--- src/rtl/core/cpq_pkg.sv ---
// -----------------------------------------------------------------------------
// cpq_pkg
// Shared constants, control struct and arctangent table of the polar converter.
// -----------------------------------------------------------------------------
`timescale 1ns / 1ps

package cpq_pkg;

  localparam int COORD_WIDTH_DEF   = 16;
  localparam int CORDIC_STAGES_DEF = 16;
  localparam int GUARD_BITS        = 16;
  localparam int TABLE_LEN         = 24;
  localparam int ACC_W             = 25;  // angle accumulator, 2^-16 degree
  localparam int ANGLE_W           = 16;

  localparam logic signed [ACC_W-1:0]   DEG90       = 25'sd5898240;
  localparam logic signed [ANGLE_W-1:0] ANGLE_LIMIT = 16'sd23040;

  localparam logic [1:0] QUAD_FIRST  = 2'd0;
  localparam logic [1:0] QUAD_SECOND = 2'd1;
  localparam logic [1:0] QUAD_THIRD  = 2'd2;
  localparam logic [1:0] QUAD_FOURTH = 2'd3;

  typedef struct packed {
    logic       valid;
    logic       origin;
    logic [1:0] quad;
  } ctl_t;

  // atan(2^-i) in degrees, scaled by 65536, rounded
  function automatic logic signed [ACC_W-1:0] atan_entry(input int idx);
    logic signed [ACC_W-1:0] v;
    case (idx)
      0:       v = 25'sd2949120;
      1:       v = 25'sd1740967;
      2:       v = 25'sd919879;
      3:       v = 25'sd466945;
      4:       v = 25'sd234379;
      5:       v = 25'sd117304;
      6:       v = 25'sd58666;
      7:       v = 25'sd29335;
      8:       v = 25'sd14668;
      9:       v = 25'sd7334;
      10:      v = 25'sd3667;
      11:      v = 25'sd1833;
      12:      v = 25'sd917;
      13:      v = 25'sd458;
      14:      v = 25'sd229;
      15:      v = 25'sd115;
      16:      v = 25'sd57;
      17:      v = 25'sd29;
      18:      v = 25'sd14;
      19:      v = 25'sd7;
      20:      v = 25'sd4;
      21:      v = 25'sd2;
      22:      v = 25'sd1;
      default: v = '0;
    endcase
    return v;
  endfunction

endpackage

--- src/rtl/core/cpq_prep.sv ---
// -----------------------------------------------------------------------------
// cpq_prep
// Front stages: quadrant code, +-90 degree pre-rotation, squares, square sum.
// -----------------------------------------------------------------------------
`timescale 1ns / 1ps

module cpq_prep #(
  parameter int W  = cpq_pkg::COORD_WIDTH_DEF,
  parameter int CW = cpq_pkg::COORD_WIDTH_DEF + 2 + cpq_pkg::GUARD_BITS
) (
  input  logic                                clk,
  input  logic                                rst,
  input  logic                                in_valid,
  input  logic signed [W-1:0]                 x_coord,
  input  logic signed [W-1:0]                 y_coord,
  output cpq_pkg::ctl_t                       ctl_o,
  output logic signed [CW-1:0]                cx_o,
  output logic signed [CW-1:0]                cy_o,
  output logic signed [cpq_pkg::ACC_W-1:0]    acc_o,
  output logic [2*W-1:0]                      sum_o
);

  logic                              x_neg;
  logic                              y_neg;
  logic signed [W:0]                 xe;
  logic signed [W:0]                 ye;
  logic signed [W:0]                 rx;
  logic signed [W:0]                 ry;
  logic signed [cpq_pkg::ACC_W-1:0]  racc;
  logic signed [2*W-1:0]             px;
  logic signed [2*W-1:0]             py;
  cpq_pkg::ctl_t                     ctl_next;

  cpq_pkg::ctl_t                     ctl1;
  logic signed [W:0]                 rx1;
  logic signed [W:0]                 ry1;
  logic signed [cpq_pkg::ACC_W-1:0]  acc1;
  logic [2*W-2:0]                    sqx1;
  logic [2*W-2:0]                    sqy1;
  cpq_pkg::ctl_t                     ctl2;

  assign x_neg = x_coord[W-1];
  assign y_neg = y_coord[W-1];
  assign xe    = {x_coord[W-1], x_coord};
  assign ye    = {y_coord[W-1], y_coord};
  assign px    = x_coord * x_coord;
  assign py    = y_coord * y_coord;

  always_comb begin
    ctl_next.valid  = in_valid;
    ctl_next.origin = (x_coord == '0) && (y_coord == '0);
    if (!x_neg && !y_neg) begin
      ctl_next.quad = cpq_pkg::QUAD_FIRST;
    end else if (x_neg && !y_neg) begin
      ctl_next.quad = cpq_pkg::QUAD_SECOND;
    end else if (x_neg) begin
      ctl_next.quad = cpq_pkg::QUAD_THIRD;
    end else begin
      ctl_next.quad = cpq_pkg::QUAD_FOURTH;
    end
    // fold left half plane into the right one
    if (x_neg && !y_neg) begin
      rx   = ye;
      ry   = -xe;
      racc = cpq_pkg::DEG90;
    end else if (x_neg) begin
      rx   = -ye;
      ry   = xe;
      racc = -cpq_pkg::DEG90;
    end else begin
      rx   = xe;
      ry   = ye;
      racc = '0;
    end
  end

  always_ff @(posedge clk) begin
    if (rst) begin
      ctl1 <= '0;
      ctl2 <= '0;
    end else begin
      ctl1 <= ctl_next;
      ctl2 <= ctl1;
    end
  end

  always_ff @(posedge clk) begin
    rx1   <= rx;
    ry1   <= ry;
    acc1  <= racc;
    sqx1  <= px[2*W-2:0];
    sqy1  <= py[2*W-2:0];
    cx_o  <= {rx1[W], rx1, {cpq_pkg::GUARD_BITS{1'b0}}};
    cy_o  <= {ry1[W], ry1, {cpq_pkg::GUARD_BITS{1'b0}}};
    acc_o <= acc1;
    sum_o <= {1'b0, sqx1} + {1'b0, sqy1};
  end

  assign ctl_o = ctl2;

endmodule

--- config.mk ---
export PLATFORM = sky130hd
export DESIGN_NAME = cpq_prep
export DESIGN_NICKNAME = d
export VERILOG_FILES = /design/src/rtl/core/cpq_pkg.sv /design/src/rtl/core/cpq_prep.sv
export SDC_FILE = /design/constraint.sdc
export NUM_CORES = 1
export LEC_CHECK = 0
export BUFFER_PORTS_ARGS = -buffer_cell sky130_fd_sc_hd__buf_2
export CAP_MARGIN = 20
export CORE_MARGIN = 2
export CORE_UTILIZATION = 36
export CTS_BUF_LIST = sky130_fd_sc_hd__clkbuf_8 sky130_fd_sc_hd__clkbuf_16
export DETAILED_ROUTE_END_ITERATION = 8
export PLACE_DENSITY = 0.63
export SLEW_MARGIN = 20
export SYNTH_ARGS = -nofsm -noshare
export SYNTH_HDL_FRONTEND = slang
export SYNTH_SLANG_ARGS = --single-unit
--- constraint.sdc ---
create_clock -name clk -period 7.2 [get_ports clk]
set_input_delay 0.72 -clock clk [delete_from_list [all_inputs] [get_ports clk]]
set_output_delay 0.72 -clock clk [all_outputs]
set_load 0.05 [all_outputs]
### Yosys cells after proc, flatten, opt, wreduce, memory -nomap -nowiden

Cells that the tools add are included.
W data, S select, Z words.

| storage, ports and cells | value |
|---|---|
| register bits | 220 |
| input port bits | 35 |
| output and inout bits | 129 |

| operators by class | value |
|---|---|
| add/subtract/negate cells | 3 |
| $mul | 2 |
| muxes and demuxes | 7 |
| reductions and logical operators | 9 |

Operators by type and width:

| cell | count |
|---|---|
| $mux W17 | 4 |
| $mul A16 B16 Y31 | 2 |
| $neg A16 Y17 | 2 |
| $add A31 B31 Y32 | 1 |
| $logic_not A16 Y1 | 2 |
| $mux W25 | 1 |
| $logic_and A1 B1 Y1 | 3 |
| $reduce_or A3 Y1 | 1 |
| $logic_not A1 Y1 | 2 |
| $mux W1 | 2 |
| $reduce_or A2 Y1 | 1 |

### Depth between registers and ports, before layout

| logic depth | value |
|---|---|
| depth in word-level cells | 3 |
| mapped depth | 24 |
| depth with buffers taken out | 23 |

### Worst setup path before layout

No wires, ideal clock.

| path | value |
|---|---|
| path type | input to register |
| from | input port y_coord[15] |
| to | register sqy1[29] |
| setup time | 0.124 ns |
| arrival time | 6.754 ns |
| required time | 7.076 ns |
| path slack | 0.322 ns |
| stages on the path | 24 |
| cells stage by stage | clkbuf_1 inv_1 clkbuf_1 buf_1 nor2_1 fa_1 inv_1 fa_1 inv_1 fa_1 fa_1 fa_1 inv_1 fa_1 inv_1 ha_1 nand2_1 nor3_1 nand2_1 o21ai_0 a21oi_1 a211oi_1 nor3_1 nand3b_1 |

| on the way | value |
|---|---|
| longest elaborated chain between the ends | 1 |

Ends and longest elaborated chain:

| item | RTL line | text |
|---|---|---|
| start: declaration | cpq_prep.sv:15 | `input logic signed [W-1:0] y_coord,` |
| $mul A16 B16 Y31 | cpq_prep.sv:47 | `assign py = y_coord * y_coord;` |
| net py[29] | cpq_prep.sv:31 | `logic signed [2*W-1:0] py;` |
| end signal: assignment | cpq_prep.sv:92 | `sqy1 <= py[2*W-2:0];` |
| end: declaration | cpq_prep.sv:39 | `logic [2*W-2:0] sqy1;` |

The timed path passes the listed nets, and every way through them passes these cells.
A chain may end at the register's enable or synchronous reset.

### Worst setup path after layout

| path | value |
|---|---|
| from | input port y_coord[10] |
| to | register sqy1[30] |

The elaborated chain is that of the path after synthesis.

==> results.cfg <==
[cells_and_area]
drive_above_1_share = 0.0842
layout_common_cells = inv_1, fa_1, ha_1
layout_commonest_cell = inv_1
area_growth_pct = 8.67
nets = 3315
antenna_cells = 0

[drt]
drc = 0
wl_per_cell_um = 16.3
ant_nets = 0
vias = 16200
routed_wl_um = 56900
dr.pass1.iters = 5
vias_per_cell = 4.66
drt_iter0_markers = 722

[setup_path]
worstPathMaxFanout = 15
cp-start-kind = primary input
slowest_stage = fa_1
critical_path.most_common_cell = fa_1
critPathRequiredTime_ns = 7.55
path_class = primary input to register
end_kind = register
slowest_delay_ns = 0.54
path_cells = buf_2 > clkinv_1 > nor2_1 > fa_1 > inv_1 > fa_1 > fa_1 > fa_1 > inv_1 > fa_1 > fa_1 > ha_1 > a21o_1 > a211o_1 > a21oi_1 > o31a_1 > o211ai_1 > a2111oi_0 > nor3b_1
cp_data_arrival_time_ns = 6.72

[logic_synthesis]
avgSynthCellArea_sq_um = 9.37
ys_types = 74
synth_async_sr_flop_share = 0
yosysWarnings = 0
synth_area_sq_um = 23500
ys.flop_type = dfxtp_1
yosys.area.top_type = fa_1
seq_area_frac_synth = 0.148
yosys.area.top_type_share = 0.389
synth_area_leaders = fa_1, dfxtp_1, ha_1
synth_edf_count = 0
syn-instance-count = 2512
ys_ff_latch = 174

[timing]
setup_viol = 0
drv_slew = 0
fin_tns_setup_ns = 0
finClkSkew_ns = 0.0157
period_needed_ns = 6.37
finalHoldViolCount = 0
relSlewSlack = 0.370
max_freq_mhz = 157
worst_pin_slew_ns = 0.938
rsz0062_at_grt = no
period_share = 0.884

[clock_tree]
cts-htree-levels = 4
cts_max_path_buffers = 2
path_clk_slew_ns = 0.07
numCtsBuffers = 17
clkLatencyLatePin_ns = 0.48
cts_resized = 0
clock-sinks = 174
post_cts.repair.setup_buffers = 0
hold_buffers = 0
cts-root-buf = clkbuf_16
cts_tree = built

[floorplanning]
coreArea_sq_um = 64600
die_w_um = 260
fp.dieH_um = 260
io_pins = 164
die_area_sq_um = 67400
placementRows = 93
start_util = 0.364

[grt]
antenna_found_initial = 0
first_global_vias = 17600
groute.usage.overall = 0.180
grt_first_pass_wirelength_um = 92900
grt_max_degree = 62
grt-ovfl-total = 0

[min_path]
hold_path_class = register to register

[run]
drv_cap = 0

[outcome]
outcome = complete, no violations

[place]
dp_hpwl_um = 48000
place.gp.congestion = 0.877
io_buffers = 114
==> per-stage QoR <==
step                      worst slack, ns  instances  instance area, sq um  utilization  hold slack [ns]
final                               0.832       3480                 25600        0.396            0.326
after global routing                0.560       3480                 25600        0.396            0.333
after CTS                           0.838       3480                 25600        0.396            0.327
after detailed placement            0.338       3448                 25000        0.387            0.312
after global placement              0.399       3448                 25000        0.387            0.311
after floorplan                     0.322       2561                 23700            -            0.310
==> worst max-delay path: cells and delay by family <==
family,cells,cell delay (ns)
AOI/OAI and AO/OA,6,1.58
buffers and inverters,4,0.75
adders and majority gates,7,3.21
and+or+nand+nor,2,0.45
==> final cells by class <==
cell class	instances	area (sq um)
Clock buffer	17	425
Clock inverter	15	154
Fill cell	6418	39000
Inverter	650	2440
Multi-Input combinational cell	1611	17100
Sequential cell	174	3480
Tap cell	855	1070
Timing Repair Buffer	158	901
==> metal layers <==
metal  vias up  routed length (um)  track usage
met5         -                   0            0
met4         0                2760       0.0833
met3       115                3070       0.0357
met2       397               27900        0.305
met1      8054               23100        0.219
li1       7637                   -            -
==> path summary, 6_finish.rpt <==
| kind | start | endpoint | slack [ns] | cells past startpoint |
|---|---|---|---|---|
| max | y_coord[10] | sqy1[30] | 0.83 | 19 |
| min | rx1[1] | cx_o[17] | 0.33 | 0 |
| max reg2reg | sqx1[4] | sum_o[28] | 4.37 | 9 |
| min reg2reg | rx1[1] | cx_o[17] | 0.33 | 0 |
==> kinds of logic (layout without fill, tap and decap cells) <==
| family | count (synthesis) | in the layout | share of synthesized area |
|---|---|---|---|
| AOI/OAI and AO/OA | 246 | 246 | 0.0686 |
| DFF | 174 | 174 | 0.148 |
| xor gates and xnor gates | 126 | 126 | 0.0469 |
| muxes | 6 | 6 | 0.00266 |
| other | 1 | 50 | 0.000159 |
| buffers and inverters | 776 | 840 | 0.133 |
| adders and majority gates | 668 | 668 | 0.501 |
| and+or+nand+nor | 515 | 515 | 0.0996 |
==> sequential cells by signal, summed over array words and instances, names as in the netlist <==
register,count
ry1,17
rx1,17
cx_o,17
acc_o,3
sqx1,30
sum_o,32
sqy1,30
ctl_o,4
acc1,3
cy_o,17
ctl1,4
==> synth_stat cells, drive strengths merged (5+ instances only) <==
master    n
o21ai    43
nor3     22
or2       7
o31ai     6
inv     639
o21a     16
buf      69
clkbuf   57
nor2    174
and3     10
xor2     30
clkinv   11
or4       5
a31o      7
dfxtp   174
nand3    21
a31oi    10
a21oi    84
xnor2    96
nor2b    15
nor4      6
a211oi    8
a21o     31
o211ai    7
nand2   183
ha      211
nand2b   11
and2     43
fa      457
Power is not shown: default switching activity piles up to over one toggle a cycle in this logic, so the estimate is an artifact.
