===== config.mk =====
export PLATFORM = sky130hd
export DESIGN_NAME = cpq_stage
export DESIGN_NICKNAME = d
export VERILOG_FILES = /design/src/rtl/core/cpq_pkg.sv /design/src/rtl/core/cpq_stage.sv
export SDC_FILE = /design/constraint.sdc
export NUM_CORES = 1
export LEC_CHECK = 0
export BUFFER_PORTS_ARGS = -buffer_cell sky130_fd_sc_hd__buf_4
export CAP_MARGIN = 10
export CORE_MARGIN = 10
export CORE_UTILIZATION = 52
export CTS_BUF_LIST = sky130_fd_sc_hd__clkbuf_4 sky130_fd_sc_hd__clkbuf_8 sky130_fd_sc_hd__clkbuf_16
export DETAILED_ROUTE_END_ITERATION = 8
export PLACE_DENSITY = 0.8
export SKIP_CTS_REPAIR_TIMING = 1
export SYNTH_ARGS = -nofsm -noshare
export SYNTH_HDL_FRONTEND = slang
export SYNTH_SLANG_ARGS = --single-unit

===== constraint.sdc =====
create_clock -name clk -period 3.4 [get_ports clk]
set_input_delay 0.85 -clock clk [delete_from_list [all_inputs] [get_ports clk]]
set_output_delay 0.85 -clock clk [all_outputs]
set_load 0.005 [all_outputs]

===== src/rtl/core/cpq_pkg.sv =====
// -----------------------------------------------------------------------------
// cpq_pkg
// Shared constants, control struct and arctangent table of the polar converter.
// -----------------------------------------------------------------------------
`timescale 1ns / 1ps

package cpq_pkg;

  localparam int COORD_WIDTH_DEF   = 16;
  localparam int CORDIC_STAGES_DEF = 16;
  localparam int GUARD_BITS        = 16;
  localparam int TABLE_LEN         = 24;
  localparam int ACC_W             = 25;  // angle accumulator, 2^-16 degree
  localparam int ANGLE_W           = 16;

  localparam logic signed [ACC_W-1:0]   DEG90       = 25'sd5898240;
  localparam logic signed [ANGLE_W-1:0] ANGLE_LIMIT = 16'sd23040;

  localparam logic [1:0] QUAD_FIRST  = 2'd0;
  localparam logic [1:0] QUAD_SECOND = 2'd1;
  localparam logic [1:0] QUAD_THIRD  = 2'd2;
  localparam logic [1:0] QUAD_FOURTH = 2'd3;

  typedef struct packed {
    logic       valid;
    logic       origin;
    logic [1:0] quad;
  } ctl_t;

  // atan(2^-i) in degrees, scaled by 65536, rounded
  function automatic logic signed [ACC_W-1:0] atan_entry(input int idx);
    logic signed [ACC_W-1:0] v;
    case (idx)
      0:       v = 25'sd2949120;
      1:       v = 25'sd1740967;
      2:       v = 25'sd919879;
      3:       v = 25'sd466945;
      4:       v = 25'sd234379;
      5:       v = 25'sd117304;
      6:       v = 25'sd58666;
      7:       v = 25'sd29335;
      8:       v = 25'sd14668;
      9:       v = 25'sd7334;
      10:      v = 25'sd3667;
      11:      v = 25'sd1833;
      12:      v = 25'sd917;
      13:      v = 25'sd458;
      14:      v = 25'sd229;
      15:      v = 25'sd115;
      16:      v = 25'sd57;
      17:      v = 25'sd29;
      18:      v = 25'sd14;
      19:      v = 25'sd7;
      20:      v = 25'sd4;
      21:      v = 25'sd2;
      22:      v = 25'sd1;
      default: v = '0;
    endcase
    return v;
  endfunction

endpackage


===== src/rtl/core/cpq_stage.sv =====
// -----------------------------------------------------------------------------
// cpq_stage
// One pipeline step: a CORDIC vectoring micro-rotation and one square-root bit.
// -----------------------------------------------------------------------------
`timescale 1ns / 1ps

module cpq_stage #(
  parameter int W      = cpq_pkg::COORD_WIDTH_DEF,
  parameter int CW     = cpq_pkg::COORD_WIDTH_DEF + 2 + cpq_pkg::GUARD_BITS,
  parameter int STAGES = cpq_pkg::CORDIC_STAGES_DEF,
  parameter int IDX    = 0
) (
  input  logic                                clk,
  input  logic                                rst,
  input  cpq_pkg::ctl_t                       ctl_i,
  input  logic signed [CW-1:0]                cx_i,
  input  logic signed [CW-1:0]                cy_i,
  input  logic signed [cpq_pkg::ACC_W-1:0]    acc_i,
  input  logic [2*W-1:0]                      rem_i,
  input  logic [W-1:0]                        root_i,
  output cpq_pkg::ctl_t                       ctl_o,
  output logic signed [CW-1:0]                cx_o,
  output logic signed [CW-1:0]                cy_o,
  output logic signed [cpq_pkg::ACC_W-1:0]    acc_o,
  output logic [2*W-1:0]                      rem_o,
  output logic [W-1:0]                        root_o
);

  logic signed [CW-1:0]               cx_next;
  logic signed [CW-1:0]               cy_next;
  logic signed [cpq_pkg::ACC_W-1:0]   acc_next;
  logic [2*W-1:0]                     rem_next;
  logic [W-1:0]                       root_next;

  generate
    if (IDX < STAGES && IDX < cpq_pkg::TABLE_LEN) begin : g_rot
      localparam logic signed [cpq_pkg::ACC_W-1:0] STEP = cpq_pkg::atan_entry(IDX);
      logic signed [CW-1:0] dx;
      logic signed [CW-1:0] dy;
      assign dx = cy_i >>> IDX;
      assign dy = cx_i >>> IDX;
      always_comb begin
        if (!cy_i[CW-1]) begin
          cx_next  = cx_i + dx;
          cy_next  = cy_i - dy;
          acc_next = acc_i + STEP;
        end else begin
          cx_next  = cx_i - dx;
          cy_next  = cy_i + dy;
          acc_next = acc_i - STEP;
        end
      end
    end else begin : g_rot_hold
      assign cx_next  = cx_i;
      assign cy_next  = cy_i;
      assign acc_next = acc_i;
    end

    if (IDX < W) begin : g_sqrt
      localparam int B  = W - 1 - IDX;
      localparam int DW = 2 * W + 1;
      localparam logic [W-1:0] BIT_MASK = W'(1) << B;
      logic [DW-1:0] delta;
      // (root + 2^B)^2 - root^2, root holds bits above B only
      assign delta = (DW'(root_i) << (B + 1)) + (DW'(1) << (2 * B));
      always_comb begin
        if ({1'b0, rem_i} >= delta) begin
          rem_next  = rem_i - delta[2*W-1:0];
          root_next = root_i | BIT_MASK;
        end else begin
          rem_next  = rem_i;
          root_next = root_i;
        end
      end
    end else begin : g_sqrt_hold
      assign rem_next  = rem_i;
      assign root_next = root_i;
    end
  endgenerate

  always_ff @(posedge clk) begin
    if (rst) begin
      ctl_o <= '0;
    end else begin
      ctl_o <= ctl_i;
    end
  end

  always_ff @(posedge clk) begin
    cx_o   <= cx_next;
    cy_o   <= cy_next;
    acc_o  <= acc_next;
    rem_o  <= rem_next;
    root_o <= root_next;
  end

endmodule


Yosys cells after proc, flatten, opt, wreduce, memory -nomap -nowiden. Index checks and enable logic that the tools add are counted.

Add/sub/neg operators: 7. $lt $le $gt $ge: 1. Multiplexer cells: 4.

Operators with widths (number): $mux 34 (2); $sub 34x34->34 (2); $add 34x34->34 (1); $add 32x31->33 const B (1); $ge 32x33->1 (1); $mux 32 (1); $sub 32x32->32 (1); $add 25x23->25 const B (1); $mux 25 (1); $sub 25x23->25 const B (1).

Bits in registers: 145. Input bits: 147. Output and inout bits: 145. Word-level logic and storage cells: 21.

Depth between registers and ports, before layout. Gate-level depths: netlist of run 1.

Word-level depth: 3. Gate-level depth with buffers: 13. Depth with buffers taken out: 12.

Worst setup path after synthesis of run 1. Ideal clock, no wire load.

Path kind: in2reg. Start: input port cx_i[0]. End: register cx_o[30]. Library setup time: 0.129 ns. Arrival time: 2.896 ns. Data required time: 3.271 ns. Path slack: 0.375 ns. Stages on the path: 11. Path buffers: 0. Path through: ha_1 -> fa_1 -> nor2b_1 -> o211ai_1 -> a211oi_1 -> o21ai_2 -> o22ai_2 -> a311o_1 -> a31oi_2 -> o21ai_1 -> xnor2_1.

Longest elaborated chain between the ends: 2. Elaborated cells between the ends (all ways): 3. Those cells by class: add/sub (2); mux (1).

RTL lines: start: declaration (RTL line cpq_stage.sv:16) `input logic signed [CW-1:0] cx_i,`; $add 34x34->34 / $sub 34x34->34 (equally long branches) (RTL line cpq_stage.sv:44, cpq_stage.sv:48); $mux 34 * (RTL line cpq_stage.sv:43) `if (!cy_i[CW-1]) begin`; via cx_next[30] (RTL line cpq_stage.sv:29) `logic signed [CW-1:0] cx_next;`; end signal: assignment (RTL line cpq_stage.sv:90) `cx_o <= cx_next;`; end: declaration (RTL line cpq_stage.sv:22) `output logic signed [CW-1:0] cx_o,`.

The timed path passes the listed nets; every way through them passes the cells marked *. A chain may end at the register's enable or synchronous reset.

Worst setup path after layout of run 1.
Start: input port cx_i[4]. End: register cx_o[28].

The elaborated chain is that of the path after synthesis.

==> results of run 1 <==
## layer usage
layer | up-vias | part of all wire (%) | track usage [%]
met5 | - | 0 | 0
met2 | 563 | 50 | 50.1
met3 | 76 | 8.4 | 6.84
li1 | 4927 | - | -
met4 | 0 | 2.9 | 10.4
met1 | 4829 | 39 | 31.7
## kinds of logic after synthesis
group	Yosys count	share of synthesized area, %
compound gates	357	23.5
xor+xnor	85	7.41
fa+ha+maj	128	16.3
buf+inv	172	7.13
flops	144	28.7
mux	34	3.78
simple gates	278	13.2
## synthesized netlist by cell type, types with 5 or more instances
cell type    n  area (um^2)
o21bai_1    24          180
inv_1      122          458
a31oi_1     11         68.8
o22ai_1      6         37.5
dfxtp_1    144         2880
a211o_1      6         52.6
a21oi_1    121          606
xor2_1      11         96.3
o21a_1       9         67.6
xnor2_1     74          648
buf_2       20          100
nand4_1     11         68.8
o211ai_1    14          105
a221oi_1     6         52.6
clkbuf_1    13         48.8
ha_1       123         1540
nor3_1      19         95.1
a211oi_1    11         82.6
a21o_1      23          173
o21ai_0     61          305
mux2i_1     21          210
nor2b_1     17          106
mux2_2       7         78.8
fa_1         5          100
nand2b_1    18          113
or3_1        8         50.1
nor2_1     102          383
nand2_1     62          233
buf_1        6         22.5
o21ai_1      8         40.0
nor4_1      13         81.3
nand3_1      9         45.0
o31ai_1      7         52.6
mux2_4       6         90.1
## metrics by stage
stage,hold WS (ns),setup slack [ns],instance area (um^2)
after global placement,0.954,-0.169,13200
after floorplan,0.878,0.375,10000
final,0.523,0.196,13800
after detailed placement,0.956,-0.269,13200
after global routing,0.508,0.0496,13800
after CTS,0.513,0.174,13800
## sequential cells by signal, summed over array words and instances, names as in the netlist
| register | cells |
|---|---|
| cx_o | 33 |
| rem_o | 32 |
| acc_o | 25 |
| cy_o | 34 |
| root_o | 16 |
| ctl_o | 4 |
## power by group
group | switching [mW] | internal (mW)
combinational | 1.17 | 1.14
sequential | 0.0927 | 1.97
clock | 0.880 | 0.995
total | 2.14 | 4.10
## area by class of cell
class,instances,area [um^2],area share (%)
Antenna cell,2,5.00,0.0363
Clock inverter,14,139,1.01
Timing Repair Buffer,407,3070,22.3
Sequential cell,144,2880,20.9
Multi-Input combinational cell,882,6460,46.8
Inverter,126,473,3.43
Clock buffer,18,439,3.19
Tap cell,260,325,2.36
## worst max-delay path: cells and delay by family
family	cells	cell delay, ns
xor gates and xnor gates	1	0.19
adders and majority gates	1	0.23
and+or+nand+nor	2	0.78
buffers and inverters	1	0.12
AOI/OAI and AO/OA	5	1.33
## worst paths after layout
path / cells past startpoint / slack [ns] / end / startpoint
max: 10 / 0.20 / cx_o[28] / cx_i[4]
min: 1 / 0.52 / acc_o[9] / acc_i[9]
==> metrics.txt, run 1 <==
I/O pin cnt=292; Die Area=about 25000 um^2; Post-DP HPWL=30800 um; Worst Setup End Kind=flip-flop; Max VDD drop=0.393 mV; setup TNS=0 ns; largest net degree at the start of global routing=86; clk slew on worst S/H paths=roughly 0.070 ns; Initial DRC Count=772; gpl congestion=1.03; starting density of the core=between 50% and 60%; CP Max Fanout=3; Final Power=6.24 mW; Mean Syn Cell Area=8.38 um^2; Avg Vias per Cell=between 5 and 6; layout cells sized above 1=a little under a third; vias in the first global route=10400; MaxCap Viol Count=0; outcome=finished, final reports clean; total CTS buffers=17; Port Buffer Count=around 290; syn_nets=1473; core area=18800 um^2; CP cell instances=buf_4 > ha_1 > or4_1 > o211ai_1 > nand3_1 > a31oi_1 > o21ai_1 > a221oi_2 > a21oi_1 > xnor2_1; htree depth=4; Top FF cell, synth=dfxtp_1; crit path launch type=primary input; root buffer cell=clkbuf_16; Max clock buf depth=2; fillers=1457; Yosys cell types=83; drt pass-1 iters=6; drt drc=0; Mapped Area=10000 um^2; commonest non-fill, non-tap cell in the layout=buf_4; Slew @ Worst Pin=around 1.0 ns; final hold vios=0; Core Util, Final=73.2%; GRT Total Usage=approximately 28%; Detail Route Antenna Nets=0; fmax=312 MHz; Inst Count DP=~1800; Worst path slowest cell=or4_1; die width=159 um; CTS Sinks=144; #FFs+latches synth=between 100 and 150; PwrDens=453 nW/um^2; Synthesis Warnings=0; fraction of registers with async set/reset=0%; Critical Path AT=3.51 ns; Lkg Pwr=6.77 nW; number of synthesized flops with an enable pin=0; synthesized instance count=1198; most frequent cells in the layout=buf_4, dfxtp_1, ha_1; Slew Limit Fails=0; fin crit period=approximately 3.2 ns; Final period util=94.2%; synthesis-to-layout area growth=37.3%; WS Path Type=in -> reg; initial antenna violation count=2; CTS tree=done; final WL=roughly 38000 um; Final setup viols=0; grt ovf=0; final non-filler cell total=between 1500 and 2000; vias=10400; WL/cell=~20 um; num rows=50; Slew Limit Headroom=about a third; sequential area share after synthesis=between 20 and 30%; Hold Path Class=in -> reg; Total Nets Final=1853; Die H=159 um; crit-path max cell delay=a little under 0.6 ns; unrepaired setup endpoints after global routing=false; first-pass GRT wire length=57600 um; required time of the critical path=3.70 ns
No activity file was read; power rests on OpenSTA's default activity.
==> run 2, diff against run 1 <==
--- a/config.mk
+++ b/config.mk
@@ -5,13 +5,14 @@
 export SDC_FILE = /design/constraint.sdc
 export NUM_CORES = 1
 export LEC_CHECK = 0
+export ABC_AREA = 1
 export BUFFER_PORTS_ARGS = -buffer_cell sky130_fd_sc_hd__buf_4
 export CAP_MARGIN = 10
 export CORE_MARGIN = 10
 export CORE_UTILIZATION = 52
 export CTS_BUF_LIST = sky130_fd_sc_hd__clkbuf_4 sky130_fd_sc_hd__clkbuf_8 sky130_fd_sc_hd__clkbuf_16
 export DETAILED_ROUTE_END_ITERATION = 8
-export PLACE_DENSITY = 0.8
+export PLACE_DENSITY = 0.78
 export SKIP_CTS_REPAIR_TIMING = 1
 export SYNTH_ARGS = -nofsm -noshare
 export SYNTH_HDL_FRONTEND = slang
==> metrics.txt, run 2 <==
outcome=finished, final reports clean; most frequent cells in the layout=nand2_1, buf_4, inv_1; syn_nets=2079; Worst Setup End Kind=flip-flop; final WL=44000 um; setup TNS=0 ns; core area=21900 um^2; Max clock buf depth=2; commonest non-fill, non-tap cell in the layout=nand2_1; Synth area leader=dfxtp_1; htree depth=4; fmax=372 MHz; Die H=169 um; Max VDD drop=0.317 mV; Critical Path AT=3.02 ns; Detail Route Antenna Nets=0; max reg flops=34; Hold Path Class=in -> reg; antenna cells=0; Mapped Area=11600 um^2; Slew Limit Fails=0; drt pass-1 iters=7; Initial DRC Count=1093; Die Area=approximately 29000 um^2; drt drc=0; largest net degree at the start of global routing=45; layout cells sized above 1=18.1%; largest cells by area after synthesis=dfxtp_1, nand2_1, ha_1; WL/cell=between 15 and 20 um; CP cell instances=buf_4 > inv_1 > ha_1 > fa_1 > o21ai_1 > nand2_1 > nand2_1 > nand2_1 > nand2_1 > nand2_1 > nand2_1 > nand2_1 > nand3_1 > nand2_1; fraction of registers with async set/reset=0%; Worst path slowest cell=fa_1; Slew @ Worst Pin=0.659 ns; MaxCap Viol Count=0; die width=between 150 and 200 um; total CTS buffers=17; area of the multi-input gates=approximately 7400 um^2; clk slew on worst S/H paths=0.07 ns; CP Max Fanout=4; crit path launch type=primary input; required time of the critical path=3.73 ns; hold_ws=0.515 ns; unrepaired setup endpoints after global routing=false; synthesized instance count=1804; Critical Path Stages=14; top flop regs=cy_o: 34 flops, cx_o: 33 flops, rem_o: 32 flops; number of synthesized flops with an enable pin=0; synthesis-to-layout area growth=25.0%; first-pass GRT wire length=67900 um; Port Buffer Count=291; final instance area=around 14000 um^2; Largest Register=cy_o; final hold vios=0; Final Power=6.09 mW; CTS tree=done; cell family with most CP delay=simple AND/OR/NAND/NOR gates; WS Path Type=in -> reg; I/O pin cnt=292; #FFs+latches synth=approximately 140; num rows=54; Synthesis Warnings=0; synth cell count leaders=nand2_1, inv_1, nand3_1; fillers=around 2000; hold endpoint=acc_o[7]; Lkg Pwr=7.80 nW; initial antenna violation count=0; Crit path top cell by count=nand2_1; Buf/Inv on CP=2; grt ovf=0; CTS Sinks=144; gpl congestion=1.06; Top FF cell, synth=dfxtp_1; Post-DP Area=around 14000 um^2; post-synth top area share=between 20% and 30%; Hold Crit Start=acc_i[7]; crit-path max cell delay=0.47 ns; Total Nets Final=2354; sequential cell area=2880 um^2; starting density of the core=52.9%; vias in the first global route=about 12000; PwrDens=between 400 and 500 nW/um^2; Mean Syn Cell Area=6.42 um^2; root buffer cell=clkbuf_16; most frequent cell after synthesis=nand2_1; Avg Vias per Cell=5.49; Slew Limit Headroom=55.7%; Final setup viols=0; Post-DP HPWL=37400 um; GRT Total Usage=29.5%; sequential area share after synthesis=approximately 25%; Final period util=79.0%; Hold Crit Depth=1; vias=roughly 13000; Yosys cell types=45; fin crit period=2.69 ns
run 2: changes by cell type in the layout (fill, tap and decap cells not counted), moves of 27 or more:
cell	delta
nand2_1	+421
nand3_1	+145
inv_1	+134
buf_4	-104
xnor2_1	-63
nor2_1	+49
a21oi_1	+27
o21ai_0	+27
run 2: area by class of cell:
type                            count  share of cell area (%)
Multi-Input combinational cell   1352                    51.4
Clock buffer                       17                    2.94
Tap cell                          280                    2.42
Clock inverter                     14                   0.864
Inverter                          262                    6.79
Sequential cell                   144                    19.9
Timing Repair Buffer              302                    15.7
run 2: stage by stage:
stage | instances | worst slack (ns) | util (%)
floorplan | 1804 | 0.753 | -
global placement | 2340 | 0.381 | 63.6
detailed placement | 2340 | 0.333 | 63.6
CTS | 2371 | 0.742 | 66.1
global route | 2371 | 0.476 | 66.1
finish | 2371 | 0.714 | 66.1
run 2: how the worst max path moves through the flow:
stage               start         to  slack (ns)
3_3_place_gp   root_i[14]  rem_o[31]        0.38
2_1_floorplan    cy_i[33]  acc_o[22]        0.75
5_1_grt           cx_i[3]   cy_o[32]        0.48
4_1_cts        root_i[14]  rem_o[22]        0.74
6_report          cx_i[0]   cx_o[24]        0.71
3_5_place_dp      cx_i[0]   cy_o[24]        0.33
run 2: cell families after synthesis:
group           Yosys count  share of synthesized area, %
compound gates          323                          15.7
flops                   144                          24.9
simple gates            855                          31.0
mux                       1                        0.0865
buf+inv                 308                          10.8
fa+ha+maj               128                          14.2
xor+xnor                 45                          3.40
run 2: layer usage:
metal  track usage [%]  up-vias  part of all wire [%]
met3              5.70       96                   9.1
met1              37.2     5935                    41
met2              48.6      649                    46
li1                  -     6342                     -
met5                 0        -                     0
met4              11.4        0                   3.5
run 2: report_power, final:
part / internal [mW] / total, mW / switching, mW
Combinational: 0.910 / 2.28 / 1.37
Clock: 0.953 / 1.81 / 0.861
Sequential: 1.93 / 2.00 / 0.0703
Total: 3.79 / 6.09 / 2.30
