[src/rtl/core/cpq_pkg.sv]
// -----------------------------------------------------------------------------
// cpq_pkg
// Shared constants, control struct and arctangent table of the polar converter.
// -----------------------------------------------------------------------------
`timescale 1ns / 1ps

package cpq_pkg;

  localparam int COORD_WIDTH_DEF   = 16;
  localparam int CORDIC_STAGES_DEF = 16;
  localparam int GUARD_BITS        = 16;
  localparam int TABLE_LEN         = 24;
  localparam int ACC_W             = 25;  // angle accumulator, 2^-16 degree
  localparam int ANGLE_W           = 16;

  localparam logic signed [ACC_W-1:0]   DEG90       = 25'sd5898240;
  localparam logic signed [ANGLE_W-1:0] ANGLE_LIMIT = 16'sd23040;

  localparam logic [1:0] QUAD_FIRST  = 2'd0;
  localparam logic [1:0] QUAD_SECOND = 2'd1;
  localparam logic [1:0] QUAD_THIRD  = 2'd2;
  localparam logic [1:0] QUAD_FOURTH = 2'd3;

  typedef struct packed {
    logic       valid;
    logic       origin;
    logic [1:0] quad;
  } ctl_t;

  // atan(2^-i) in degrees, scaled by 65536, rounded
  function automatic logic signed [ACC_W-1:0] atan_entry(input int idx);
    logic signed [ACC_W-1:0] v;
    case (idx)
      0:       v = 25'sd2949120;
      1:       v = 25'sd1740967;
      2:       v = 25'sd919879;
      3:       v = 25'sd466945;
      4:       v = 25'sd234379;
      5:       v = 25'sd117304;
      6:       v = 25'sd58666;
      7:       v = 25'sd29335;
      8:       v = 25'sd14668;
      9:       v = 25'sd7334;
      10:      v = 25'sd3667;
      11:      v = 25'sd1833;
      12:      v = 25'sd917;
      13:      v = 25'sd458;
      14:      v = 25'sd229;
      15:      v = 25'sd115;
      16:      v = 25'sd57;
      17:      v = 25'sd29;
      18:      v = 25'sd14;
      19:      v = 25'sd7;
      20:      v = 25'sd4;
      21:      v = 25'sd2;
      22:      v = 25'sd1;
      default: v = '0;
    endcase
    return v;
  endfunction

endpackage

[src/rtl/core/cpq_post.sv]
// -----------------------------------------------------------------------------
// cpq_post
// Last stage: radius rounding, angle rounding and clamp, result register.
// -----------------------------------------------------------------------------
`timescale 1ns / 1ps

module cpq_post #(
  parameter int W = cpq_pkg::COORD_WIDTH_DEF
) (
  input  logic                                  clk,
  input  logic                                  rst,
  input  cpq_pkg::ctl_t                         ctl_i,
  input  logic signed [cpq_pkg::ACC_W-1:0]      acc_i,
  input  logic [2*W-1:0]                        rem_i,
  input  logic [W-1:0]                          root_i,
  output logic                                  done,
  output logic [W-1:0]                          radius,
  output logic signed [cpq_pkg::ANGLE_W-1:0]    angle_deg,
  output logic [1:0]                            quadrant
);

  localparam int RW = cpq_pkg::ACC_W + 1;
  localparam int QW = cpq_pkg::ACC_W - 8;

  logic signed [RW-1:0]                    acc_r;
  logic signed [QW-1:0]                    acc_q;
  logic signed [cpq_pkg::ANGLE_W-1:0]      angle_next;
  logic [W-1:0]                            radius_next;

  // floor((acc + 256) / 512)
  assign acc_r = {acc_i[cpq_pkg::ACC_W-1], acc_i} + RW'(256);
  assign acc_q = acc_r[RW-1:9];

  always_comb begin
    if (ctl_i.origin) begin
      angle_next = '0;
    end else if (acc_q > cpq_pkg::ANGLE_LIMIT) begin
      angle_next = cpq_pkg::ANGLE_LIMIT;
    end else if (acc_q < -cpq_pkg::ANGLE_LIMIT) begin
      angle_next = -cpq_pkg::ANGLE_LIMIT;
    end else begin
      angle_next = acc_q[cpq_pkg::ANGLE_W-1:0];
    end
  end

  // round up when remainder exceeds root
  assign radius_next = root_i + W'(rem_i > {{W{1'b0}}, root_i});

  always_ff @(posedge clk) begin
    if (rst) begin
      done <= 1'b0;
    end else begin
      done <= ctl_i.valid;
    end
  end

  always_ff @(posedge clk) begin
    radius    <= radius_next;
    angle_deg <= angle_next;
    quadrant  <= ctl_i.quad;
  end

endmodule

[config.mk]
export PLATFORM = sky130hd
export DESIGN_NAME = cpq_post
export DESIGN_NICKNAME = d
export VERILOG_FILES = /design/src/rtl/core/cpq_pkg.sv /design/src/rtl/core/cpq_post.sv
export SDC_FILE = /design/constraint.sdc
export NUM_CORES = 1
export LEC_CHECK = 0
export ABC_AREA = 1
export BUFFER_PORTS_ARGS = -buffer_cell sky130_fd_sc_hd__buf_2
export CAP_MARGIN = 20
export CORE_UTILIZATION = 47
export DETAILED_ROUTE_END_ITERATION = 6
export PLACE_DENSITY_LB_ADDON = 0.08
export SLEW_MARGIN = 20
export SYNTH_ARGS = -nofsm -noshare
export SYNTH_HDL_FRONTEND = slang
export SYNTH_SLANG_ARGS = --single-unit
[constraint.sdc]
create_clock -name clk -period 2.9 [get_ports clk]
set_clock_uncertainty 0.05 [all_clocks]
set_input_delay 0.145 -clock clk [delete_from_list [all_inputs] [get_ports clk]]
set_output_delay 0.145 -clock clk [all_outputs]
set_load 0.01 [all_outputs]
After elaboration in Yosys (flattened, before gate mapping)
Cells that the tools add are included.
{"block": "totals", "reg_bits": 35, "inputBits": 79, "output_inout_bits": 35, "elab_cells": 15}
{"block": "classes", "addsub": 2, "magnitude_cmp": 3, "muxes": 2, "reduce_logical": 2}
{"cell": "32-bit by 16-bit greater-than comparator with 1-bit output", "count": 1}
{"cell": "25-bit by 10-bit adder with 26-bit output, second input constant", "count": 1}
{"cell": "17-bit by 16-bit greater-than comparator with 1-bit output, second input constant", "count": 1}
{"cell": "17-bit by 16-bit less-than comparator with 1-bit output, second input constant", "count": 1}
{"cell": "16-bit by 1-bit adder with 16-bit output", "count": 1}
{"cell": "16-bit two-way mux", "count": 1}
{"cell": "15-bit two-way mux", "count": 1}
{"cell": "3-bit OR reduction", "count": 1}
{"cell": "2-bit OR reduction", "count": 1}

Depth between registers and ports, before layout
Gate-level depths: netlist of the first run.
{"block": "depth", "word_depth": 4, "depth_mapped": 17}

Worst setup path after synthesis of the first run
OpenSTA, ideal clock, no wires.
{"block": "synth_timing", "kind": "input-to-reg", "start": "in root_i[11]", "end": "reg radius[14]", "arrival_ps": 2372, "required_ps": 2778, "slack_ps": 406, "cell_stages": 16, "path_cell_list": "inv_1 -> ha_1 -> nand4_1 -> nor4_1 -> nand2_1 -> nand3_1 -> a21o_1 -> ha_1 -> ha_1 -> nand3_1 -> nor2_1 -> nand2_1 -> nor3_1 -> nand3_1 -> nor2_1 -> xor2_1"}
{"block": "synth_via", "elab_chain_cells": 2}
{"item": "start, declared", "line_no": "cpq_post.sv:15", "text": "input logic [W-1:0] root_i,"}
{"item": "32-bit by 16-bit greater-than comparator with 1-bit output", "line_no": "cpq_post.sv:47", "text": "assign radius_next = root_i + W'(rem_i > {{W{1'b0}}, root_i});"}
{"item": "16-bit by 1-bit adder with 16-bit output (*)", "line_no": "cpq_post.sv:47"}
{"item": "named net radius_next[14]", "line_no": "cpq_post.sv:28", "text": "logic [W-1:0] radius_next;"}
{"item": "end signal, assigned", "line_no": "cpq_post.sv:58", "text": "radius <= radius_next;"}
{"item": "end, declared", "line_no": "cpq_post.sv:17", "text": "output logic [W-1:0] radius,"}
The timed path passes the listed nets; every way through them passes the cells marked *.
A chain may end at the register's enable or synchronous reset.

Final worst setup path of the first run
Ends and elaborated chain as after synthesis.

==> metrics, run 1 <==
average vias per placed instance=approximately 4.7; fmax=between 0.3 and 0.4 GHz; GRT overflow=0; TritonCTS Sinks=35; simple-gate portion of the synthesized area=between 40 and 50%; post-route insts no fill=roughly 540; final critical-path required period=approximately 2600 ps; first-pass GRT wire length=slightly above 9000 um; yosys warns=0; Maximum Capacitance Violations=0; Leak Pwr=between 1.5 and 2 nW; Final GP Congestion=between 0.8 and 0.9; Hold EP=angle_deg[14]$_SDFF_PP0_; Worst Max-Slew Pin Slew=380 ps; compound-cell area share of the yosys netlist=under 10%; multi-input logic area=roughly 1500 um2; ys flop type=dfxtp_1; main combinational cell family by area after synthesis=simple AND/OR/NAND/NOR gates; xor/xnor cell area share of the yosys netlist=6.69%; Vias=between 2k and 3k; Metal-1 WL=around 2300 um; I/O pin count=between 100 and 150; placement row count=25; sequential share of the synthesized area=just under 30%; Chip Width=72.8 um; RSZ-0062 raised after global routing=no; post-synthesis net count=between 400 and 500; Pwr Density=between 300 and 400 nW/um2; hold depth=2; post-synthesis mux area share=0%; Post-DP Area=~3000 um2; Tot GR Track Use=between 20% and 30%; Antenna Cells=0; Total Wirelength=between 5000 and 6000 um; FF+latch count, synth=35; Starting Density=between 40% and 50%; initial antenna violation count=0; Hold Startpoint=ctl_i[2]; Mapped Area=roughly 2400 um2; CTS Hold Bufs=5; area of the die=5300 um2; share of cells above drive strength 1=32.6%; Met2 Routed Length=approximately 2900 um; DR pass1 iterations=4; setup violators final=0; post-synthesis cell count=approximately 340; final layout net count=about 570; Syn Area/Cell=6.87 um2; chip height=between 70 and 80 um; post-route ant nets=0; CP Data Arrival Time=2780 ps; CTS Buffer Depth=2; Resized Gates After CTS=0; Filler cells=roughly 460; synth unique cells=25; final hold vios=0; Final Cycle Share=about nine tenths; Num CTS Buffers=5; Rel. slew slack=74.7%; detailed-route DRC error count=0; Area contributors post-synth=dfxtp_1, nand2_1, ha_1; Routed WL per cell=~11 um; H-tree levels=2; Max Used Layer=met4; Layout area overhead=34.3%; design area=~3200 um2; CTS tree=yes; vias in the first global route=approximately 2.2k; Routed met3 length=around 290 um; Clk Tree Root Cell=clkbuf_8; Core ar.=~4800 um2; port buffer count=105; DP HPWL=roughly 4800 um; ys async rst share=0%; Max VDD drop=about 0.19 mV; EDFF count, synth=0; post-synth top area cell=dfxtp_1; Pins Over Slew Limit=0; Crit. End Element=flip-flop; post-CTS setup buffer count=0; share of the synthesized area in the top cell type=approximately 30%; WP data required=3070 ps; crit path launch type=input port; largest net degree at the start of global routing=12; Synth Area in Adders=10.1%; Clock transition at path regs=~70 ps; worst-path fanout max=3; Crit Path Category=in2reg; Placed Cells=between 500 and 600; register area=701 um2; Tightest Hold Check Type=in2reg; outcome=completed; DRT iter0 DRCs=52
==> worst max-delay path by stage <==
stage          slack (ps)            endpoint  cells past startpoint       start
3_5_place_dp          -30  radius[14]$_DFF_P_                     17  root_i[11]
3_3_place_gp           30  radius[14]$_DFF_P_                     17  root_i[11]
2_1_floorplan         410  radius[14]$_DFF_P_                     16  root_i[11]
6_report              290  radius[14]$_DFF_P_                     17  root_i[11]
5_1_grt                10  radius[14]$_DFF_P_                     17  root_i[11]
4_1_cts               270  radius[14]$_DFF_P_                     17  root_i[11]
==> cells by family (layout without fill, tap and decap cells) <==
logic type,Yosys count,in the layout
DFF,35,35
xor gates and xnor gates,18,18
adders and majority gates,19,19
AOI/OAI and AO/OA,23,23
and+or+nand+nor,198,198
buffers and inverters,50,176
==> synth_stat cells, drive strengths merged (5+ instances only) <==
cell type,instances
nand4,15
xor2,17
nor4,5
inv,50
o21ai,7
ha,19
dfxtp,35
nand3,27
nor3,6
a21oi,13
nand2,83
nor2,61
==> through the flow <==
step                      setup WS, ps  hold WS (ps)  TNS [ps]  util [%]  power, mW
after floorplan                    406           123         0         -      0.681
after global placement            34.5           197         0      63.1      0.801
after detailed placement         -25.8           199     -25.8      63.1      0.807
after CTS                          271          6.14         0      65.9       1.15
after global routing              14.7          22.5         0      66.1       1.21
final                              289          28.1         0      66.1       1.14
==> power by group <==
group	internal [mW]	total [mW]	switching (mW)	leakage (nW)
registers	0.511	0.518	0.00636	0.292
clock network	0.167	0.333	0.166	0.0412
logic	0.122	0.284	0.162	1.37
==> layout make-up <==
class | count | share of cell area [%]
clock inverter | 2 | 0.396
clock buffer | 6 | 2.29
sequential | 35 | 22.2
timing repair buffer | 118 | 20.2
inverter | 50 | 5.93
multi-input combinational | 258 | 46.4
tap | 67 | 2.65
==> critical path, stage by stage <==
cell and delay, ps:
buf_2 100, inv_1 60, ha_1 290, nand4_1 120, nor4_1 320, nand2_1 90
nand3_1 100, a21o_1 110, ha_1 160, ha_1 180, nand3_1 120, nor2_1 160
nand2_1 110, nor3_1 240, nand3_1 170, nor2_1 140, xor2_1 140
==> per-layer routing <==
metal,global-route usage (%),vias to the layer above
met5,0,-
met4,13.1,0
met3,4.42,16
met2,42.3,82
met1,23.1,1058
li1,-,1356
==> cells in the final DEF (no fill, tap or decap), drive strengths merged <==
master | netlist | routed
inv | 50 | 50
nand2 | 83 | 83
nand3 | 27 | 27
dlygate4sd3 | 0 | 6
nand4 | 15 | 15
ha | 19 | 19
a21oi | 13 | 13
nor4 | 5 | 5
clkbuf | 0 | 6
xor2 | 17 | 17
clkinvlp | 0 | 1
o21ai | 7 | 7
xnor2 | 1 | 1
nor3 | 6 | 6
a21o | 1 | 1
buf | 0 | 112
a22oi | 1 | 1
nor2 | 61 | 61
nand3b | 1 | 1
clkinv | 0 | 1
o21bai | 1 | 1
dfxtp | 35 | 35
==> registers in the layout (all words and copies together), names as in the netlist <==
signal     cells
angle_deg     16
quadrant       2
radius        16
done           1
Note: power is estimated with default switching activity, not from simulation.
==> run 2: changes to the inputs <==
--- a/config.mk
+++ b/config.mk
@@ -5,10 +5,9 @@
 export SDC_FILE = /design/constraint.sdc
 export NUM_CORES = 1
 export LEC_CHECK = 0
-export ABC_AREA = 1
 export BUFFER_PORTS_ARGS = -buffer_cell sky130_fd_sc_hd__buf_2
 export CAP_MARGIN = 20
-export CORE_UTILIZATION = 47
+export CORE_UTILIZATION = 48
 export DETAILED_ROUTE_END_ITERATION = 6
 export PLACE_DENSITY_LB_ADDON = 0.08
 export SLEW_MARGIN = 20
==> constraint.sdc (replaced) <==
create_clock -name clk -period 2.9 [get_ports clk]
set_clock_uncertainty 0.05 [all_clocks]
set_input_delay 0.87 -clock clk [delete_from_list [all_inputs] [get_ports clk]]
set_output_delay 0.87 -clock clk [all_outputs]
set_load 0.01 [all_outputs]
==> run 2 against run 1 <==
Die area increased by 3.9%. Non-clock buffer count increased by 75. Total power increased by 26%. Largest power group unchanged. Critical endpoint is now radius[4]$_DFF_P_. Design area increased by 33%. Core utilization increased by 20 points. Final cell count decreased by 0.93%. Count of clock-buffer cells in the layout unchanged. Combinational power increased by 56%. Maximum frequency decreased by 9.0%. Critical path depth decreased by 5. Flip-flop and latch count unchanged.
==> metrics, run 2 <==
Mapped Area=between 2000 and 3000 um2; final core occ=~86%; post-synthesis cell count=between 200 and 300; Rel. slew slack=60.3%; Layout area overhead=67.9%; ys async rst share=0%; WP data required=3070 ps; FF+latch count, synth=35; crit path launch type=input port; Filler cells=between 200 and 300; DRT iter0 DRCs=approximately 130; Post-DP Area=~3900 um2; Pins Over Slew Limit=0; Area contributors post-synth=dfxtp_1, ha_1, xnor2_1; Starting Density=between 50% and 60%; design area=between 4000 and 5000 um2; DR pass1 iterations=4; post-route ant nets=0; first-pass GRT wire length=12200 um; CTS tree=yes; Vias=between 2k and 3k; Core ar.=4880 um2; sw frac=29.2%; sequential share of the synthesized area=between 20% and 30%; worst-path fanout max=3; setup violators final=0; initial antenna violation count=0; Maximum Capacitance Violations=0; Largest regs=angle_deg: 16 flops, radius: 16 flops, quadrant: 2 flops; Net Sw Power=between 0.4 and 0.5 mW; DP HPWL=5980 um; Clock power frac=32.7%; Final GP Congestion=a little under 0.9; post-synth top area cell=dfxtp_1; Syn Area/Cell=8.88 um2; RSZ-0062 raised after global routing=yes; chip height=74.2 um; Num CTS Buffers=5; detailed-route DRC error count=0; fmax=about 0.35 GHz; H-tree levels=2; Int Pwr=roughly 1.0 mW; yosys warns=0; average vias per placed instance=around 5.5; post-synthesis net count=380; Leak Pwr=approximately 1.9 nW; Tot GR Track Use=~29%; I/O pin count=roughly 110; Worst Max-Slew Pin Slew=around 600 ps; Crit Path Category=in2reg; GRT overflow=0; Tightest Hold Check Type=in2reg; final critical-path required period=around 2900 ps; share of the synthesized area in the top cell type=approximately 28%; Total Wirelength=between 8000 and 9000 um; count leader, synth=dfxtp_1; Hold EP=quadrant[0]$_DFF_P_; Final TNS setup=0 ps; Commonest cells post-synth=dfxtp_1, xnor2_1, ha_1; area of the die=5510 um2; commonest non-fill, non-tap cell in the layout=buf_2; Hold Startpoint=ctl_i[0]; register area=701 um2; EDFF count, synth=0; outcome=completed; final layout net count=about 560; Post-Place Worst Slack=-402 ps; share of cells above drive strength 1=53.0%; Clock transition at path regs=approximately 80 ps; final hold vios=0; Pwr Density=about 340 nW/um2; Clk Tree Root Cell=clkbuf_8; register share of total power=approximately 36%; Crit. End Element=flip-flop; TritonCTS Sinks=35; port buffer count=~110; Max VDD drop=0.344 mV; multi-input logic area=about 2000 um2; largest net degree at the start of global routing=18; Chip Width=74.2 um; vias in the first global route=2686; synth unique cells=between 60 and 70; Antenna Cells=0; ys flop type=dfxtp_1; worst setup margin=between 30 and 40 ps; most frequent cells in the layout=buf_2, buf_4, dfxtp_1; hold depth=1; CP Data Arrival Time=between 3000 and 4000 ps; Routed WL per cell=about 15 um; post-CTS setup buffer count=0; CTS Buffer Depth=2; Final Cycle Share=a little over nine tenths; placement row count=25; Logic pwr share=30.9%
run 2: repair_timing:
item,in CTS,in global routing
pin swaps,2,8
gates resized for setup,3,28
hold buffers,0,0
endpoints found under the setup margin,5,22
cloned,0,1
run 2: per-stage QoR:
| step | instances | power (mW) | hold slack, ps |
|---|---|---|---|
| finish | 531 | 1.43 | 619 |
| global route | 531 | 1.50 | 620 |
| CTS | 530 | 1.40 | 623 |
| detailed placement | 522 | 0.937 | 926 |
| global placement | 522 | 0.926 | 924 |
| floorplan | 282 | 0.743 | 848 |
run 2: routing by layer:
metal / part of all wire [%] / up-vias / global-route usage, %
met1: 42 / 1318 / 37.6
met2: 49 / 144 / 48.9
met5: 0 / - / 0
li1: - / 1416 / -
met4: 1.9 / 0 / 6.92
met3: 7.3 / 17 / 5.56
run 2: worst max-delay path by stage:
stage | from | to | slack (ps) | cells past startpoint
3_5_place_dp | root_i[13] | radius[12]$_DFF_P_ | -400 | 13
4_1_cts | acc_i[8] | angle_deg[8]$_SDFF_PP0_ | 4 | 9
3_3_place_gp | root_i[13] | radius[12]$_DFF_P_ | -330 | 13
2_1_floorplan | acc_i[8] | angle_deg[0]$_SDFF_PP0_ | -40 | 9
5_1_grt | root_i[14] | radius[12]$_DFF_P_ | -80 | 13
6_report | root_i[11] | radius[4]$_DFF_P_ | 30 | 12
run 2: critical path, stage by stage:
cell     delay [ps]
buf_2            90
inv_1            80
ha_4            280
nand4_1         140
or3_4           430
or2_4           260
a21o_1          200
ha_4            180
ha_4            170
buf_4           140
nand3_1          80
xnor2_1         120
run 2: kinds of logic (layout without fill, tap and decap cells):
| logic type | after synthesis | in the layout | share of synthesized area [%] |
|---|---|---|---|
| AOI/OAI and AO/OA | 60 | 60 | 20.8 |
| xor gates and xnor gates | 30 | 30 | 10.5 |
| adders and majority gates | 19 | 19 | 9.50 |
| buffers and inverters | 37 | 219 | 6.70 |
| DFF | 35 | 35 | 28.0 |
| muxes | 1 | 1 | 0.450 |
| and+or+nand+nor | 100 | 100 | 24.1 |
run 2: power by group through the flow:
stage / Sequential (mW) / Combinational [mW] / Clock (mW)
global route: 0.524 / 0.483 / 0.494
global placement: 0.530 / 0.396 / 0
detailed placement: 0.531 / 0.406 / 0
finish: 0.520 / 0.443 / 0.469
CTS: 0.520 / 0.410 / 0.470
floorplan: 0.549 / 0.194 / 0
run 2: cell type report:
cell class	instances	share of cell area, %
Multi-Input combinational cell	210	47.0
Timing Repair Buffer	193	29.9
Sequential cell	35	16.7
Tap cell	67	1.99
Clock buffer	6	1.96
Inverter	18	1.61
Clock inverter	2	0.833
==> run 3: changes to the inputs <==
--- a/config.mk
+++ b/config.mk
@@ -10,6 +10,7 @@
 export CORE_UTILIZATION = 48
 export DETAILED_ROUTE_END_ITERATION = 6
 export PLACE_DENSITY_LB_ADDON = 0.08
+export SETUP_SLACK_MARGIN = 0.2
 export SLEW_MARGIN = 20
 export SYNTH_ARGS = -nofsm -noshare
 export SYNTH_HDL_FRONTEND = slang
==> run 3 against run 2 <==
The flow now finishes with violations (negative setup slack). Maximum frequency decreased by 5.7%. Sequential share of layout area decreased by 1.2 points. Critical path depth increased by 1. Non-clock buffer count decreased by 3. Via count increased by 20%. Hold slack about the same. Total power increased by 1.5%. Critical endpoint is now radius[15]$_DFF_P_.
==> metrics, run 3 (synthesis gave the netlist of run 2 again) <==
crit-path most repeated cell=buf_6; largest net degree at the start of global routing=18; I/O pin count=between 100 and 150; Crit path largest cell delay=about 400 ps; Largest regs=angle_deg: 16 flops, radius: 16 flops, quadrant: 2 flops; design area=between 4000 and 5000 um2; commonest non-fill, non-tap cell in the layout=buf_2; Vias=between 3k and 4k; CP max stage cell=or3_4; Leak Pwr=around 1.9 nW; Rel. slew slack=between 50% and 60%; H-tree levels=2; DR pass1 iterations=5; Final GP Congestion=~0.93; post-route insts no fill=around 530; Clock transition at path regs=approximately 80 ps; Max VDD drop=0.382 mV; Pins Over Slew Limit=0; Pwr Density=approximately 320 nW/um2; fmax=approximately 0.33 GHz; multi-input logic area=about 2200 um2; Core ar.=4880 um2; CP Data Arrival Time=3210 ps; outcome=finished, violations left; Chip Width=roughly 74 um; crit path launch type=input port; Post-DP Area=3940 um2; crit-path cells=buf_6 > inv_2 > ha_1 > nand4_1 > or3_4 > o221ai_2 > a21o_1 > ha_4 > buf_6 > nand3_4 > nor2_4 > nand3_2 > xnor2_1; Total Wirelength=between 10000 and 15000 um; final layout net count=between 500 and 600; Clk Tree Root Cell=clkbuf_8; Maximum Capacitance Violations=0; GRT overflow=0; register area=701 um2; WP data required=3070 ps; CTS Buffer Depth=2; chip height=about 74 um; Crit Path Category=in2reg; Num CTS Buffers=5; Worst Path Buf+Inv=3; first-pass GRT wire length=approximately 14000 um; failing checks=negative setup slack; Crit. End Element=flip-flop; vias in the first global route=2874; Antenna Cells=0; share of cells above drive strength 1=59.7%; DRT iter0 DRCs=about 500; worst-path fanout max=4; Filler cells=roughly 170; Layout area overhead=80.6%; Placed Cells=around 500; worst setup margin=-142 ps; Final Cycle Share=105%; Tightest Hold Check Type=in2reg; Routed WL per cell=between 20 and 30 um; Tot GR Track Use=between 30% and 40%; final hold vios=0; area of the die=5510 um2; initial antenna violation count=0; Starting Density=51.3%; placement row count=25; detailed-route DRC error count=0; average vias per placed instance=between 6 and 7; setup violators final=17; most frequent cells in the layout=buf_2, buf_4, dfxtp_1; TritonCTS Sinks=35; post-route ant nets=0; port buffer count=roughly 110; CTS tree=yes; final critical-path required period=around 3000 ps; RSZ-0062 raised after global routing=yes; DP HPWL=just under 6000 um; CP top delay family=simple AND/OR/NAND/NOR gates; Worst Max-Slew Pin Slew=just under 700 ps
## run 3: changes by cell type in the layout (fill, tap and decap cells not counted), moves of 3 or more
cell   delta
buf_6    +14
ha_4      +8
buf_8     +3
buf_2    -14
inv_1    -11
ha_1      -8
buf_4     -7
inv_4     +4
inv_8     +3
## run 3: per-stage QoR
stage	worst slack (ps)	hold slack, ps	TNS (ps)	total power [mW]	utilization, %
after floorplan	-43.3	848	-280	0.767	-
after CTS	66.2	626	0	1.31	86.2
after detailed placement	-327	925	-4410	0.950	80.8
after global routing	-281	605	-1580	1.50	92.6
after global placement	-227	925	-3730	0.937	80.8
final	-142	619	-1400	1.45	92.6
## run 3: repair_timing
item	4_1_cts	5_1_grt
endpoints found under the hold margin	0	0
cloned	0	1
setup endpoints to repair	25	27
buffers inserted	5	13
hold buffers	0	0
gates resized for setup	29	38
pin swaps	19	31
## run 3: cell type report
cell class / count / share of cell area, %
Clock buffer: 6 / 1.61
Clock inverter: 2 / 0.277
Inverter: 18 / 2.60
Multi-Input combinational cell: 210 / 48.4
Sequential cell: 35 / 15.5
Tap cell: 67 / 1.85
Timing Repair Buffer: 190 / 29.8
## run 3: worst paths after layout
kind | from | end | slack [ps] | cells after the start
worst max-delay path | root_i[12] | radius[15]$_DFF_P_ | -140 | 13
worst min-delay path | ctl_i[0] | quadrant[0]$_DFF_P_ | 620 | 1
## run 3: report_power, final
part	leakage, nW	internal [mW]	total (mW)	switching, mW
Sequential	0.293	0.513	0.526	0.0133
Combinational	1.61	0.261	0.559	0.297
Clock	0.0412	0.168	0.370	0.202
Total	1.94	0.942	1.45	0.512
## run 3: metal layers
metal,wire [um],global-route usage (%),vias to the layer above,share of wire [%]
li1,-,-,1405,-
met1,4600,37.8,1620,35
met2,6100,58.8,351,46
met3,1590,6.91,108,12
met4,1010,18.2,0,7.6
met5,0,0,-,0
